==> config.mk <==
export PLATFORM = sky130hd
export DESIGN_NAME = hostname_validator
export DESIGN_NICKNAME = d
export VERILOG_FILES = /design/src/rtl/hv_pkg.sv /design/src/rtl/hostname_validator.sv /design/src/rtl/hv_front.sv /design/src/rtl/hv_fifo.sv /design/src/rtl/hv_back.sv
export SDC_FILE = /design/constraint.sdc
export NUM_CORES = 1
export LEC_CHECK = 0
export ABC_AREA = 1
export BUFFER_PORTS_ARGS = -buffer_cell sky130_fd_sc_hd__buf_2
export CAP_MARGIN = 20
export CORE_ASPECT_RATIO = 0.9
export CORE_MARGIN = 2
export CORE_UTILIZATION = 45
export CTS_CLUSTER_SIZE = 8
export DETAILED_ROUTE_END_ITERATION = 12
export HOLD_SLACK_MARGIN = 0.15
export PLACE_DENSITY = 0.71
export SYNTH_ARGS = -nofsm -noshare
export SYNTH_HDL_FRONTEND = slang
export SYNTH_SLANG_ARGS = --single-unit
==> constraint.sdc <==
create_clock -name clk -period 4.2 [get_ports clk]
set_input_delay 0.21 -clock clk [delete_from_list [all_inputs] [get_ports clk]]
set_output_delay 0.21 -clock clk [all_outputs]
set_load 0.01 [all_outputs]
==> src/rtl/hv_pkg.sv <==
// Shared types and constants of the host name validator.
package hv_pkg;

    localparam int CFG_IDX_W = 2;
    localparam int CFG_DATA_W = 8;

    localparam logic [CFG_IDX_W-1:0] CFG_MAX_TOTAL = 2'd0;
    localparam logic [CFG_IDX_W-1:0] CFG_MAX_LABEL = 2'd1;

    localparam logic [7:0] MAX_TOTAL_RESET = 8'd253;
    localparam logic [6:0] MAX_LABEL_RESET = 7'd63;

    localparam logic [7:0] CHAR_DOT = 8'h2E;
    localparam logic [7:0] CHAR_HYPHEN = 8'h2D;
    localparam logic [7:0] CHAR_ZERO = 8'h30;
    localparam logic [7:0] CHAR_NINE = 8'h39;
    localparam logic [7:0] CHAR_LOWER_A = 8'h61;
    localparam logic [7:0] CHAR_LOWER_Z = 8'h7A;
    localparam logic [7:0] CHAR_UPPER_A = 8'h41;
    localparam logic [7:0] CHAR_UPPER_Z = 8'h5A;

    localparam logic [8:0] BYTE_COUNT_MAX = 9'd511;
    localparam logic [2:0] QUAD_CNT_MAX = 3'd7;
    localparam logic [2:0] QUAD_PARTS_NEEDED = 3'd3;
    localparam logic [2:0] QUAD_DIGITS_MAX = 3'd3;
    localparam logic [9:0] QUAD_VALUE_SAT = 10'd1023;
    localparam logic [9:0] QUAD_VALUE_MAX = 10'd255;
    localparam logic [7:0] LABEL_COUNT_MAX = 8'd255;

    typedef struct packed {
        logic [7:0] name_byte;
        logic       final_byte;
    } hv_in_t;

    typedef struct packed {
        logic accepted;
        logic numeric_form;
    } hv_out_t;

    // Byte class as produced by the front end
    typedef struct packed {
        logic       final_byte;
        logic       is_digit;
        logic       is_alnum;
        logic       is_dot;
        logic       is_hyphen;
        logic [3:0] digit;
    } hv_class_t;

    typedef struct packed {
        logic [7:0] max_total_length;
        logic [6:0] max_label_length;
    } hv_cfg_t;

endpackage

==> src/rtl/hostname_validator.sv <==
// Top level of the streaming host name validator.
//
// Bytes of a host name enter on the in channel, one transaction per byte, with
// final_byte set on the last one. A transaction moves when in_valid is high and
// in_stall is low. Each name yields one transaction on the out channel carrying
// accepted and numeric_form (IPv4 literal versus DNS name).
// Throughput is one byte per cycle while in_stall is low. The final byte is
// written into the classification queue when it is taken; the check logic
// then pops it and loads the output register, unless a verdict still waits
// there under out_stall.
// When the receiver holds out_stall, the verdict waits in the output register
// and bytes of the next name keep flowing through the checks; only a further
// final byte waits, and the queue of QUEUE_DEPTH entries absorbs input until
// it is full, then in_stall rises.
// Limits are written on the cfg channel (index 0: total length, index 1: label
// length); cfg_ready is always high and other indexes are ignored.
// Reset clears the queue, the per-name state and the output valid flag, and
// restores the limits to 253 and 63.
module hostname_validator
    import hv_pkg::*;
#(
    parameter int QUEUE_DEPTH = 4
)
(
    input  logic                  clk,
    input  logic                  rst_n,
    input  logic                  in_valid,
    output logic                  in_stall,
    input  hv_in_t                in_data,
    output logic                  out_valid,
    input  logic                  out_stall,
    output hv_out_t               out_data,
    input  logic                  cfg_valid,
    output logic                  cfg_ready,
    input  logic [CFG_IDX_W-1:0]  cfg_index,
    input  logic [CFG_DATA_W-1:0] cfg_data
);

    hv_cfg_t   cfg_reg, cfg_next;
    hv_class_t front_cls;
    hv_class_t q_data;
    logic      q_full, q_empty, q_pop, q_push;

    assign cfg_ready = 1'b1;
    assign in_stall = q_full;
    assign q_push = in_valid && !q_full;

    always_comb
    begin
        cfg_next = cfg_reg;
        if (cfg_valid && cfg_ready)
        begin
            case (cfg_index)
                CFG_MAX_TOTAL: cfg_next.max_total_length = cfg_data;
                CFG_MAX_LABEL: cfg_next.max_label_length = cfg_data[6:0];
                default:       cfg_next = cfg_reg;
            endcase
        end
    end

    always_ff @(posedge clk or negedge rst_n)
    begin
        if (!rst_n)
        begin
            cfg_reg.max_total_length <= MAX_TOTAL_RESET;
            cfg_reg.max_label_length <= MAX_LABEL_RESET;
        end
        else
        begin
            cfg_reg <= cfg_next;
        end
    end

    hv_front u_front (
        .in_data (in_data),
        .cls     (front_cls)
    );

    hv_fifo #(
        .DEPTH (QUEUE_DEPTH)
    ) u_fifo (
        .clk       (clk),
        .rst_n     (rst_n),
        .push      (q_push),
        .push_data (front_cls),
        .full      (q_full),
        .pop       (q_pop),
        .pop_data  (q_data),
        .empty     (q_empty)
    );

    hv_back u_back (
        .clk       (clk),
        .rst_n     (rst_n),
        .cfg       (cfg_reg),
        .q_empty   (q_empty),
        .q_data    (q_data),
        .q_pop     (q_pop),
        .out_valid (out_valid),
        .out_stall (out_stall),
        .out_data  (out_data)
    );

endmodule

==> src/rtl/hv_front.sv <==
// Front end: classifies each incoming byte of the host name.
module hv_front
    import hv_pkg::*;
(
    input  hv_in_t    in_data,
    output hv_class_t cls
);

    logic [7:0] c;
    logic       digit_c;
    logic       alpha_c;
    logic [7:0] digit_off;

    always_comb
    begin
        c = in_data.name_byte;
        digit_c = (c >= CHAR_ZERO) && (c <= CHAR_NINE);
        alpha_c = ((c >= CHAR_LOWER_A) && (c <= CHAR_LOWER_Z)) ||
                  ((c >= CHAR_UPPER_A) && (c <= CHAR_UPPER_Z));
        digit_off = c - CHAR_ZERO;
        cls.final_byte = in_data.final_byte;
        cls.is_digit = digit_c;
        cls.is_alnum = digit_c | alpha_c;
        cls.is_dot = (c == CHAR_DOT);
        cls.is_hyphen = (c == CHAR_HYPHEN);
        cls.digit = digit_off[3:0];
    end

endmodule

==> src/rtl/hv_fifo.sv <==
// Short queue of classified bytes between front and back end.
module hv_fifo
    import hv_pkg::*;
#(
    parameter int DEPTH = 4
)
(
    input  logic      clk,
    input  logic      rst_n,
    input  logic      push,
    input  hv_class_t push_data,
    output logic      full,
    input  logic      pop,
    output hv_class_t pop_data,
    output logic      empty
);

    localparam int PTR_W = (DEPTH > 1) ? $clog2(DEPTH) : 1;
    localparam int CNT_W = $clog2(DEPTH + 1);

    hv_class_t            mem_reg [DEPTH];
    logic [PTR_W-1:0]     wr_ptr_reg, wr_ptr_next;
    logic [PTR_W-1:0]     rd_ptr_reg, rd_ptr_next;
    logic [CNT_W-1:0]     count_reg, count_next;

    assign full = (count_reg == CNT_W'(DEPTH));
    assign empty = (count_reg == '0);
    assign pop_data = mem_reg[rd_ptr_reg];

    always_comb
    begin
        wr_ptr_next = wr_ptr_reg;
        rd_ptr_next = rd_ptr_reg;
        count_next = count_reg;
        if (push)
        begin
            wr_ptr_next = (wr_ptr_reg == PTR_W'(DEPTH - 1)) ? '0 : wr_ptr_reg + 1'b1;
        end
        if (pop)
        begin
            rd_ptr_next = (rd_ptr_reg == PTR_W'(DEPTH - 1)) ? '0 : rd_ptr_reg + 1'b1;
        end
        if (push && !pop)
        begin
            count_next = count_reg + 1'b1;
        end
        else if (pop && !push)
        begin
            count_next = count_reg - 1'b1;
        end
    end

    always_ff @(posedge clk or negedge rst_n)
    begin
        if (!rst_n)
        begin
            wr_ptr_reg <= '0;
            rd_ptr_reg <= '0;
            count_reg <= '0;
        end
        else
        begin
            wr_ptr_reg <= wr_ptr_next;
            rd_ptr_reg <= rd_ptr_next;
            count_reg <= count_next;
        end
    end

    always_ff @(posedge clk)
    begin
        if (push)
        begin
            mem_reg[wr_ptr_reg] <= push_data;
        end
    end

endmodule

==> src/rtl/hv_back.sv <==
// Back end: per-name IPv4 and DNS label checks and the verdict register.
module hv_back
    import hv_pkg::*;
(
    input  logic      clk,
    input  logic      rst_n,
    input  hv_cfg_t   cfg,
    input  logic      q_empty,
    input  hv_class_t q_data,
    output logic      q_pop,
    output logic      out_valid,
    input  logic      out_stall,
    output hv_out_t   out_data
);

    logic [8:0] byte_count_reg, byte_count_next;
    logic       first_ok_reg, first_ok_next;
    logic       digits_dots_reg, digits_dots_next;
    logic [2:0] quad_parts_reg, quad_parts_next;
    logic [2:0] quad_digits_reg, quad_digits_next;
    logic [9:0] quad_value_reg, quad_value_next;
    logic       quad_failed_reg, quad_failed_next;
    logic [7:0] label_count_reg, label_count_next;
    logic       hyphen_reg, hyphen_next;
    logic       label_failed_reg, label_failed_next;

    logic       out_valid_reg, out_valid_next;
    hv_out_t    out_data_reg, out_data_next;

    logic       out_free;
    logic [13:0] quad_prod;
    logic [7:0] label_limit;
    logic       ok_common, ok_quad, ok_label, numeric;

    assign out_free = !out_valid_reg || !out_stall;
    assign q_pop = !q_empty && (!q_data.final_byte || out_free);
    assign out_valid = out_valid_reg;
    assign out_data = out_data_reg;
    assign label_limit = {1'b0, cfg.max_label_length};

    always_comb
    begin
        byte_count_next = (byte_count_reg == BYTE_COUNT_MAX) ? byte_count_reg
                                                             : byte_count_reg + 1'b1;
        first_ok_next = (byte_count_reg == '0) ? q_data.is_alnum : first_ok_reg;
        digits_dots_next = digits_dots_reg & (q_data.is_digit | q_data.is_dot);

        quad_parts_next = quad_parts_reg;
        quad_digits_next = quad_digits_reg;
        quad_value_next = quad_value_reg;
        quad_failed_next = quad_failed_reg;
        quad_prod = {1'b0, quad_value_reg, 3'b000} + {3'b000, quad_value_reg, 1'b0}
                    + {10'd0, q_data.digit};
        if (q_data.is_dot)
        begin
            if ((quad_digits_reg == '0) || (quad_digits_reg > QUAD_DIGITS_MAX) ||
                (quad_value_reg > QUAD_VALUE_MAX))
            begin
                quad_failed_next = 1'b1;
            end
            if (quad_parts_reg != QUAD_CNT_MAX)
            begin
                quad_parts_next = quad_parts_reg + 1'b1;
            end
            quad_digits_next = '0;
            quad_value_next = '0;
        end
        else if (q_data.is_digit)
        begin
            if (quad_digits_reg != QUAD_CNT_MAX)
            begin
                quad_digits_next = quad_digits_reg + 1'b1;
            end
            quad_value_next = (quad_prod > {4'd0, QUAD_VALUE_SAT}) ? QUAD_VALUE_SAT
                                                                   : quad_prod[9:0];
        end
        else
        begin
            quad_failed_next = 1'b1;
        end

        label_count_next = label_count_reg;
        hyphen_next = hyphen_reg;
        label_failed_next = label_failed_reg;
        if (q_data.is_dot)
        begin
            if ((label_count_reg == '0) || (label_count_reg > label_limit) || hyphen_reg)
            begin
                label_failed_next = 1'b1;
            end
            label_count_next = '0;
            hyphen_next = 1'b0;
        end
        else if (!q_data.is_alnum && !q_data.is_hyphen)
        begin
            label_failed_next = 1'b1;
        end
        else
        begin
            if ((label_count_reg == '0) && q_data.is_hyphen)
            begin
                label_failed_next = 1'b1;
            end
            if (label_count_reg != LABEL_COUNT_MAX)
            begin
                label_count_next = label_count_reg + 1'b1;
            end
            hyphen_next = q_data.is_hyphen;
        end

        // Verdict from the state after this byte
        ok_common = first_ok_next && q_data.is_alnum &&
                    (byte_count_next <= {1'b0, cfg.max_total_length});
        ok_quad = !quad_failed_next && (quad_parts_next == QUAD_PARTS_NEEDED) &&
                  (quad_digits_next != '0) && (quad_digits_next <= QUAD_DIGITS_MAX) &&
                  (quad_value_next <= QUAD_VALUE_MAX);
        ok_label = !label_failed_next && (label_count_next != '0) &&
                   (label_count_next <= label_limit) && !hyphen_next;
        numeric = digits_dots_next;

        out_data_next.accepted = ok_common && (numeric ? ok_quad : ok_label);
        out_data_next.numeric_form = numeric;

        out_valid_next = out_valid_reg && out_stall;
        if (q_pop && q_data.final_byte)
        begin
            out_valid_next = 1'b1;
        end
    end

    always_ff @(posedge clk or negedge rst_n)
    begin
        if (!rst_n)
        begin
            byte_count_reg <= '0;
            first_ok_reg <= 1'b0;
            digits_dots_reg <= 1'b1;
            quad_parts_reg <= '0;
            quad_digits_reg <= '0;
            quad_value_reg <= '0;
            quad_failed_reg <= 1'b0;
            label_count_reg <= '0;
            hyphen_reg <= 1'b0;
            label_failed_reg <= 1'b0;
            out_valid_reg <= 1'b0;
        end
        else
        begin
            out_valid_reg <= out_valid_next;
            if (q_pop)
            begin
                if (q_data.final_byte)
                begin
                    // drop per-name state for the next name
                    byte_count_reg <= '0;
                    first_ok_reg <= 1'b0;
                    digits_dots_reg <= 1'b1;
                    quad_parts_reg <= '0;
                    quad_digits_reg <= '0;
                    quad_value_reg <= '0;
                    quad_failed_reg <= 1'b0;
                    label_count_reg <= '0;
                    hyphen_reg <= 1'b0;
                    label_failed_reg <= 1'b0;
                end
                else
                begin
                    byte_count_reg <= byte_count_next;
                    first_ok_reg <= first_ok_next;
                    digits_dots_reg <= digits_dots_next;
                    quad_parts_reg <= quad_parts_next;
                    quad_digits_reg <= quad_digits_next;
                    quad_value_reg <= quad_value_next;
                    quad_failed_reg <= quad_failed_next;
                    label_count_reg <= label_count_next;
                    hyphen_reg <= hyphen_next;
                    label_failed_reg <= label_failed_next;
                end
            end
        end
    end

    always_ff @(posedge clk)
    begin
        if (q_pop && q_data.final_byte)
        begin
            out_data_reg <= out_data_next;
        end
    end

endmodule
==> results of run 1 <==
## per-layer routing
| layer | wire length (µm) | track usage | up-vias |
|---|---|---|---|
| li1 | - | - | 2652 |
| met1 | 6803 | 0.2802 | 2351 |
| met2 | 6313 | 0.3133 | 83 |
| met3 | 396 | 0.02682 | 13 |
| met4 | 211 | 0.06523 | 0 |
| met5 | 0 | 0 | - |
## through the flow
| stage | instances | power [W] |
|---|---|---|
| 6_report | 1012 | 0.004998 |
| 3_5_place_dp | 981 | 0.004093 |
| 3_3_place_gp | 981 | 0.004041 |
| 4_1_cts | 1012 | 0.005014 |
| 5_1_grt | 1012 | 0.005482 |
| 2_1_floorplan | 776 | 0.003579 |
## area by class of cell
cell class	instances	area, µm²	area share
multi-input cells	550	3131	0.4410
flip-flops and latches	99	2685	0.3782
inverters	109	414.1	0.05834
repair buffers	45	307.8	0.04336
well taps	193	241.5	0.03401
clock buffers	9	225.2	0.03172
clock inverters	7	95.09	0.01339
## Yosys cell counts (3+ instances only)
library cell and instances:
nand2_1 191, inv_1 99, nand3_1 63, nor2_1 61, ha_1 54, dfrtp_1 47
o21ai_0 43, edfxtp_1 38, a21oi_1 23, o21ai_1 19, o22ai_1 15, dfstp_2 14
xor2_1 13, nand4_1 9, nor3_1 9, inv_2 8, buf_6 7, buf_2 5
nand2_2 5, nand2_4 5, nand3_2 5, nand3b_1 4, xnor2_1 4, clkbuf_1 3
fa_1 3, o21bai_1 3
## logic make-up after synthesis
| kind of cell | count (synthesis) | share of synthesized area |
|---|---|---|
| and+or+nand+nor | 362 | 0.2531 |
| buffers and inverters | 127 | 0.08881 |
| AOI/OAI and AO/OA | 112 | 0.09645 |
| DFF | 99 | 0.4207 |
| adders and majority gates | 57 | 0.1153 |
| xor gates and xnor gates | 17 | 0.02333 |
| other | 1 | 0.0005876 |
| muxes | 1 | 0.001764 |
## path summary, 6_finish.rpt
check	startpoint	end	slack (ps)	cells past startpoint
max in group asynchronous	rst_n	cfg_reg[8]$_DFFE_PN0P_	3110	3
max reg2reg	u_fifo.rd_ptr_reg[1]$_DFFE_PN0P_	u_back.quad_value_reg[1]$_DFFE_PN0P_	980	18
min in group asynchronous	rst_n	u_back.label_count_reg[4]$_DFFE_PN0P_	560	3
max	u_fifo.rd_ptr_reg[1]$_DFFE_PN0P_	u_back.quad_value_reg[1]$_DFFE_PN0P_	980	18
min reg2reg	cfg_reg[2]$_DFFE_PN1P_	cfg_reg[2]$_DFFE_PN1P_	490	2
min	in_data[6]	u_fifo.mem_reg[1][7]$_DFFE_PP_	300	3
## worst max-delay path: stages (launching register included)
cell,delay [ps]
dfrtp_1,530
inv_4,210
o21ai_0,130
o22ai_1,140
ha_1,260
ha_1,260
fa_1,500
nand2_1,100
nand3_1,90
nand3_1,100
nand2_1,60
nand2_1,60
nand3_1,70
inv_1,90
nand2_1,180
inv_1,120
nand2_1,60
o2111ai_1,70
nand2_1,70
## power groups by stage
stage               Combinational (W)  Clock (W)  Sequential (W)
floorplan                     0.00213          0         0.00145
global route                  0.00301   0.000950         0.00152
finish                        0.00262   0.000897         0.00149
detailed placement            0.00259          0         0.00150
global placement              0.00255          0         0.00150
CTS                           0.00261   0.000914         0.00149
==> impl_metrics.py, run 1 <==
metrics = {
    "logic_synthesis": {
        "synth_area_um2": 6382,
        "synth_top_area_cell": "dfrtp_1",
        "postSynthAreaPerCell_um2": 8.225,
        "synth_top_area_frac": 0.1843,
        "ys_top_cells_by_area": "dfrtp_1, edfxtp_1, nand2_1",
        "synth-main-ff-cell": "dfrtp_1",
        "async_flop_share": 0.6162,
        "synth_cell_types": 43,
        "synth_edf_count": 38,
        "syn_inst": 776,
        "synth.ff_latch_count": 99,
        "syn_nets": 857,
        "yosysSeqAreaShare": 0.4207,
        "ys_warn_count": 0,
    },
    "cells_and_area": {
        "mostFrequentLayoutCells": "nand2_1, inv_1, nand3_1",
        "drive_gt1_frac": 0.1148,
        "nFillCells": 1349,
        "largest_reg_flops": 36,
        "area_delta_synth_final_pct": 11.23,
        "final_common_cell": "nand2_1",
        "fin_area_um2": 7099,
        "final_util": 0.5088,
        "diodes": 0,
        "nNetsFinal": 895,
    },
    "global_routing": {
        "grt_pass1_wl_um": 23670,
        "grtUsageTotal": 0.1968,
        "grt_overflow": 0,
        "antenna_found_initial": 0,
        "grt_pass1_vias": 4922,
        "grt_max_degree": 62,
    },
    "clocking": {
        "cts_tree": "built",
        "post_cts_buffers": 0,
        "clock_sinks": 99,
        "path_clk_slew_ps": 80,
        "cts_max_level": 3,
        "clk_latency_ps": 350,
        "cts_resized": 0,
        "cts_root_buffer": "clkbuf_16",
        "cts-buffers-inserted": 9,
        "cts_max_path_buffers": 2,
        "hold_buffers": 15,
    },
    "power": {
        "powerDensity_nw_per_um2": 704.0,
        "p_int_w": 0.002672,
        "switching_share": 0.4655,
        "combPwrFrac": 0.523,
        "p_leak_nw": 3.434,
        "p_sw_w": 0.002326,
        "power.share.sequential": 0.297,
        "clockPowerShare": 0.179,
        "ir_worst_vdd_mv": 0.3843,
    },
    "timing": {
        "fin_setup_tns_ps": 0,
        "setup_viol": 0,
        "finalCritPeriodShare": 0.7662,
        "grt_setup_unrepaired": "false",
        "worst_slew_pin_slew_ps": 1031,
        "hold_viol_final": 0,
        "relSlewSlack": 0.3102,
        "fin_worst_skew_ps": 11.80,
        "drv_slew": 0,
        "whs_ps": 301.7,
        "setup_slack_ps": 982.1,
        "max_clock_freq_mhz": 310.8,
        "period_needed_ps": 3218,
    },
    "floorplan": {
        "dieArea_um2": 15150,
        "start_util": 0.4574,
        "io_pins": 29,
        "die_y_um": 117.0,
        "std_cell_rows": 41,
        "coreArea_um2": 13950,
        "die_w_um": 129.5,
    },
    "routing": {
        "avgRoutedWirePerCell_um": 13.56,
        "first_pass_iters": 4,
        "wl_um": 13730,
        "vias": 5099,
        "via_per_inst": 5.039,
        "drc": 0,
        "drt-initial-drc-count": 339,
        "final_antenna_net_count": 0,
    },
    "critical_path": {
        "cp.required_ps": 4440,
        "worst_ep_arrival_time_ps": 3460,
        "crit_fanout": 11,
        "start_kind": "flop",
        "cp-end-kind": "flop",
        "path_class": "flop to flop",
    },
    "placement": {
        "place_congestion": 0.8825,
        "hpwl_um": 9887,
        "placed_area_um2": 6629,
        "place_ws_ps": 1011,
        "portBuffers": 27,
    },
    "outcome": {
        "outcome": "finished, final reports clean",
    },
    "min_path": {
        "holdCritPathClass": "input pin to flop",
    },
    "run": {
        "drv_cap": 0,
    },
}
(Power assumes the default switching activity.)
==> run 2, diff against run 1 <==
ABC_AREA = 0   (was 1)
PLACE_DENSITY = 0.72   (was 0.71)
clock period = 3.3 ns   (was 4.2 ns; I/O delays follow)
==> impl_metrics.py, run 2 <==
metrics = {
    "outcome": {
        "outcome": "finished, violations left",
        "violations": "negative setup slack",
    },
    "timing": {
        "worst_slew_pin_slew_ps": 761.9,
        "setup_viol": 11,
        "finalCritPeriodShare": 1.104,
        "fin_setup_tns_ps": -3321,
        "grt_setup_unrepaired": "true",
        "fin_worst_skew_ps": 9.713,
        "relSlewSlack": 0.4920,
        "max_clock_freq_mhz": 274.5,
        "drv_slew": 0,
        "setup_slack_ps": -342.5,
        "period_needed_ps": 3643,
        "whs_ps": 285.4,
        "hold_viol_final": 0,
    },
    "critical_path": {
        "cpMostUsedCell": "nor2_1",
        "path_buf_inv": 0,
        "crit_chain": "mux4_2 > fa_1 > fa_2 > a211oi_2 > nor2_1 > o311a_1 > a31o_2 > or4b_4 > nor2_1 > o21ai_0",
        "start_kind": "flop",
        "crit_fanout": 8,
        "cp.required_ps": 3520,
        "path_class": "flop to flop",
        "cp-end-kind": "flop",
        "worst_ep_arrival_time_ps": 3870,
        "slowest_delay_ps": 550,
        "cp_top_family": "compound AO/OA/AOI/OAI gates",
        "critPathSlowestCell": "or4b_4",
    },
    "power": {
        "p_sw_w": 0.002211,
        "power.share.sequential": 0.333,
        "powerDensity_nw_per_um2": 796.4,
        "clockPowerShare": 0.184,
        "combPwrFrac": 0.483,
        "p_leak_nw": 3.063,
        "ir_worst_vdd_mv": 0.4508,
        "p_int_w": 0.003339,
        "switching_share": 0.3983,
    },
    "logic_synthesis": {
        "synthMuxAreaShare": 0.06161,
        "syn_inst": 550,
        "synth_compound_area_frac": 0.1594,
        "synth-main-ff-cell": "dfrtp_1",
        "synth_top_area_cell": "dfrtp_1",
        "synthAdderAreaFrac": 0.1245,
        "synth_area_um2": 5909,
        "async_flop_share": 0.6162,
        "synthSimpleGateAreaFrac": 0.1465,
        "synth.ff_latch_count": 99,
        "synth_commonest_cells": "nand2_1, ha_1, o21ai_0",
        "synth_xor_xnor_area_share": 0.01927,
        "synth_cell_types": 65,
        "syn_nets": 631,
        "ys_top_cells_by_area": "dfrtp_1, edfxtp_1, ha_1",
        "postSynthAreaPerCell_um2": 10.74,
        "synth_edf_count": 38,
        "yosysSeqAreaShare": 0.4544,
        "ys_warn_count": 0,
        "synth_most_common_cell": "nand2_1",
        "synth_top_area_frac": 0.1990,
        "synth_top_family_by_area": "compound AO/OA/AOI/OAI gates",
    },
    "routing": {
        "via_per_inst": 5.803,
        "wl_met2_um": 6671,
        "drc": 0,
        "first_pass_iters": 4,
        "wl_met3_um": 466,
        "drt-initial-drc-count": 305,
        "drt-met1-wl_um": 5862,
        "vias": 4631,
        "routed.top_layer": "met4",
        "wl_um": 13260,
        "avgRoutedWirePerCell_um": 16.61,
        "final_antenna_net_count": 0,
    },
    "global_routing": {
        "grt_max_degree": 31,
        "grt_pass1_wl_um": 22910,
        "grt_overflow": 0,
        "grtUsageTotal": 0.2000,
        "antenna_found_initial": 0,
        "grt_pass1_vias": 4670,
    },
    "floorplan": {
        "die_y_um": 112.7,
        "coreArea_um2": 12740,
        "dieArea_um2": 14070,
        "start_util": 0.4640,
        "die_w_um": 124.8,
        "std_cell_rows": 39,
        "io_pins": 29,
    },
    "min_path": {
        "holdCritPathClass": "input pin to flop",
    },
    "clocking": {
        "cts_tree": "built",
        "cts_max_path_buffers": 2,
        "path_clk_slew_ps": 70,
        "cts-buffers-inserted": 9,
        "clock_sinks": 99,
        "clk_latency_ps": 350,
        "cts_root_buffer": "clkbuf_16",
        "cts_max_level": 3,
    },
    "run": {
        "drv_cap": 0,
    },
    "cells_and_area": {
        "diodes": 0,
        "drive_gt1_frac": 0.2129,
        "mostFrequentLayoutCells": "nand2_1, ha_1, dfrtp_1",
        "largest_reg_flops": 36,
        "final_common_cell": "nand2_1",
        "area_delta_synth_final_pct": 17.93,
        "fin_area_um2": 6969,
        "multi_input_area_um2": 3077,
        "nFillCells": 1046,
        "regArea_um2": 2686,
        "nNetsFinal": 710,
        "final_util": 0.5472,
    },
    "placement": {
        "place_congestion": 0.9178,
        "hpwl_um": 9668,
        "portBuffers": 27,
        "placed_area_um2": 6459,
    },
}
-- run 2: cell count changes in the layout (fill, tap and decap cells not counted), moves of 14 or more --
cell | previous run | this run
buf_4 | 3 | 41
inv_1 | 99 | 29
nand2_1 | 191 | 56
nand3_1 | 63 | 9
nor2_1 | 61 | 36
o21ai_1 | 19 | 5
-- run 2: layout make-up --
cell class,count,area share
Sequential cell,99,0.3855
Multi-Input combinational cell,406,0.4415
Clock inverter,5,0.006463
Timing Repair Buffer,84,0.08671
Tap cell,164,0.02944
Clock buffer,11,0.03483
Inverter,29,0.01562
-- run 2: worst paths after layout --
path | from | to | slack, ps | depth (start not counted)
setup reg to reg | u_fifo.rd_ptr_reg[0]$_DFFE_PN0P_ | u_back.quad_value_reg[5]$_DFFE_PN0P_ | -340 | 10
max in group asynchronous | rst_n | u_back.digits_dots_reg$_DFFE_PN1P_ | 2060 | 3
hold reg to reg | u_back.first_ok_reg$_DFFE_PN0P_ | u_back.first_ok_reg$_DFFE_PN0P_ | 490 | 2
setup / recovery | u_fifo.rd_ptr_reg[0]$_DFFE_PN0P_ | u_back.quad_value_reg[5]$_DFFE_PN0P_ | -340 | 10
hold / removal | cfg_index[1] | cfg_reg[13]$_DFFE_PN1P_ | 290 | 5
min in group asynchronous | rst_n | u_fifo.rd_ptr_reg[0]$_DFFE_PN0P_ | 440 | 2
-- run 2: worst min-delay path: stages --
cell	delay, ps
buf_2	100
nor3b_1	50
buf_4	170
nand2_1	70
o21ai_0	80
-- run 2: cell families after synthesis --
family / after synthesis
XOR/XNOR: 13
other: 1
adder cells (fa/ha/maj): 57
buffers and inverters: 45
AND/OR/NAND/NOR: 174
AO/OA/AOI/OAI: 139
flip-flops: 99
multiplexers: 22
-- run 2: power groups by stage --
stage / registers (W) / clock network, W / logic [W]
floorplan: 0.00182 / 0 / 0.00184
global placement: 0.00185 / 0 / 0.00241
detailed placement: 0.00187 / 0 / 0.00252
CTS: 0.00185 / 0.00105 / 0.00263
global route: 0.00189 / 0.00109 / 0.00299
finish: 0.00185 / 0.00102 / 0.00268
-- run 2: stage by stage --
stage / power [W] / worst slack (ps) / cells
after detailed placement: 0.004387 / -487.8 / 765
after CTS: 0.005531 / -377.2 / 797
final: 0.005550 / -342.5 / 798
after floorplan: 0.003654 / -431.9 / 550
after global placement: 0.004257 / -397.0 / 765
after global routing: 0.005970 / -469.4 / 798
-- run 2: repair_timing --
item | in CTS | in global routing
resized for setup | 11 | 7
endpoints found under the hold margin | 59 | 0
buffers inserted | 1 | 1
cloned | 0 | 0
pin swaps | 8 | 8
endpoints found under the setup margin | 11 | 11
hold buffers | 15 | 0
-- run 2: routing by layer --
metal | global-route usage | up-vias
li1 | - | 2216
met1 | 0.2691 | 2286
met2 | 0.3373 | 108
met3 | 0.02222 | 21
met4 | 0.07640 | 0
met5 | 0 | -
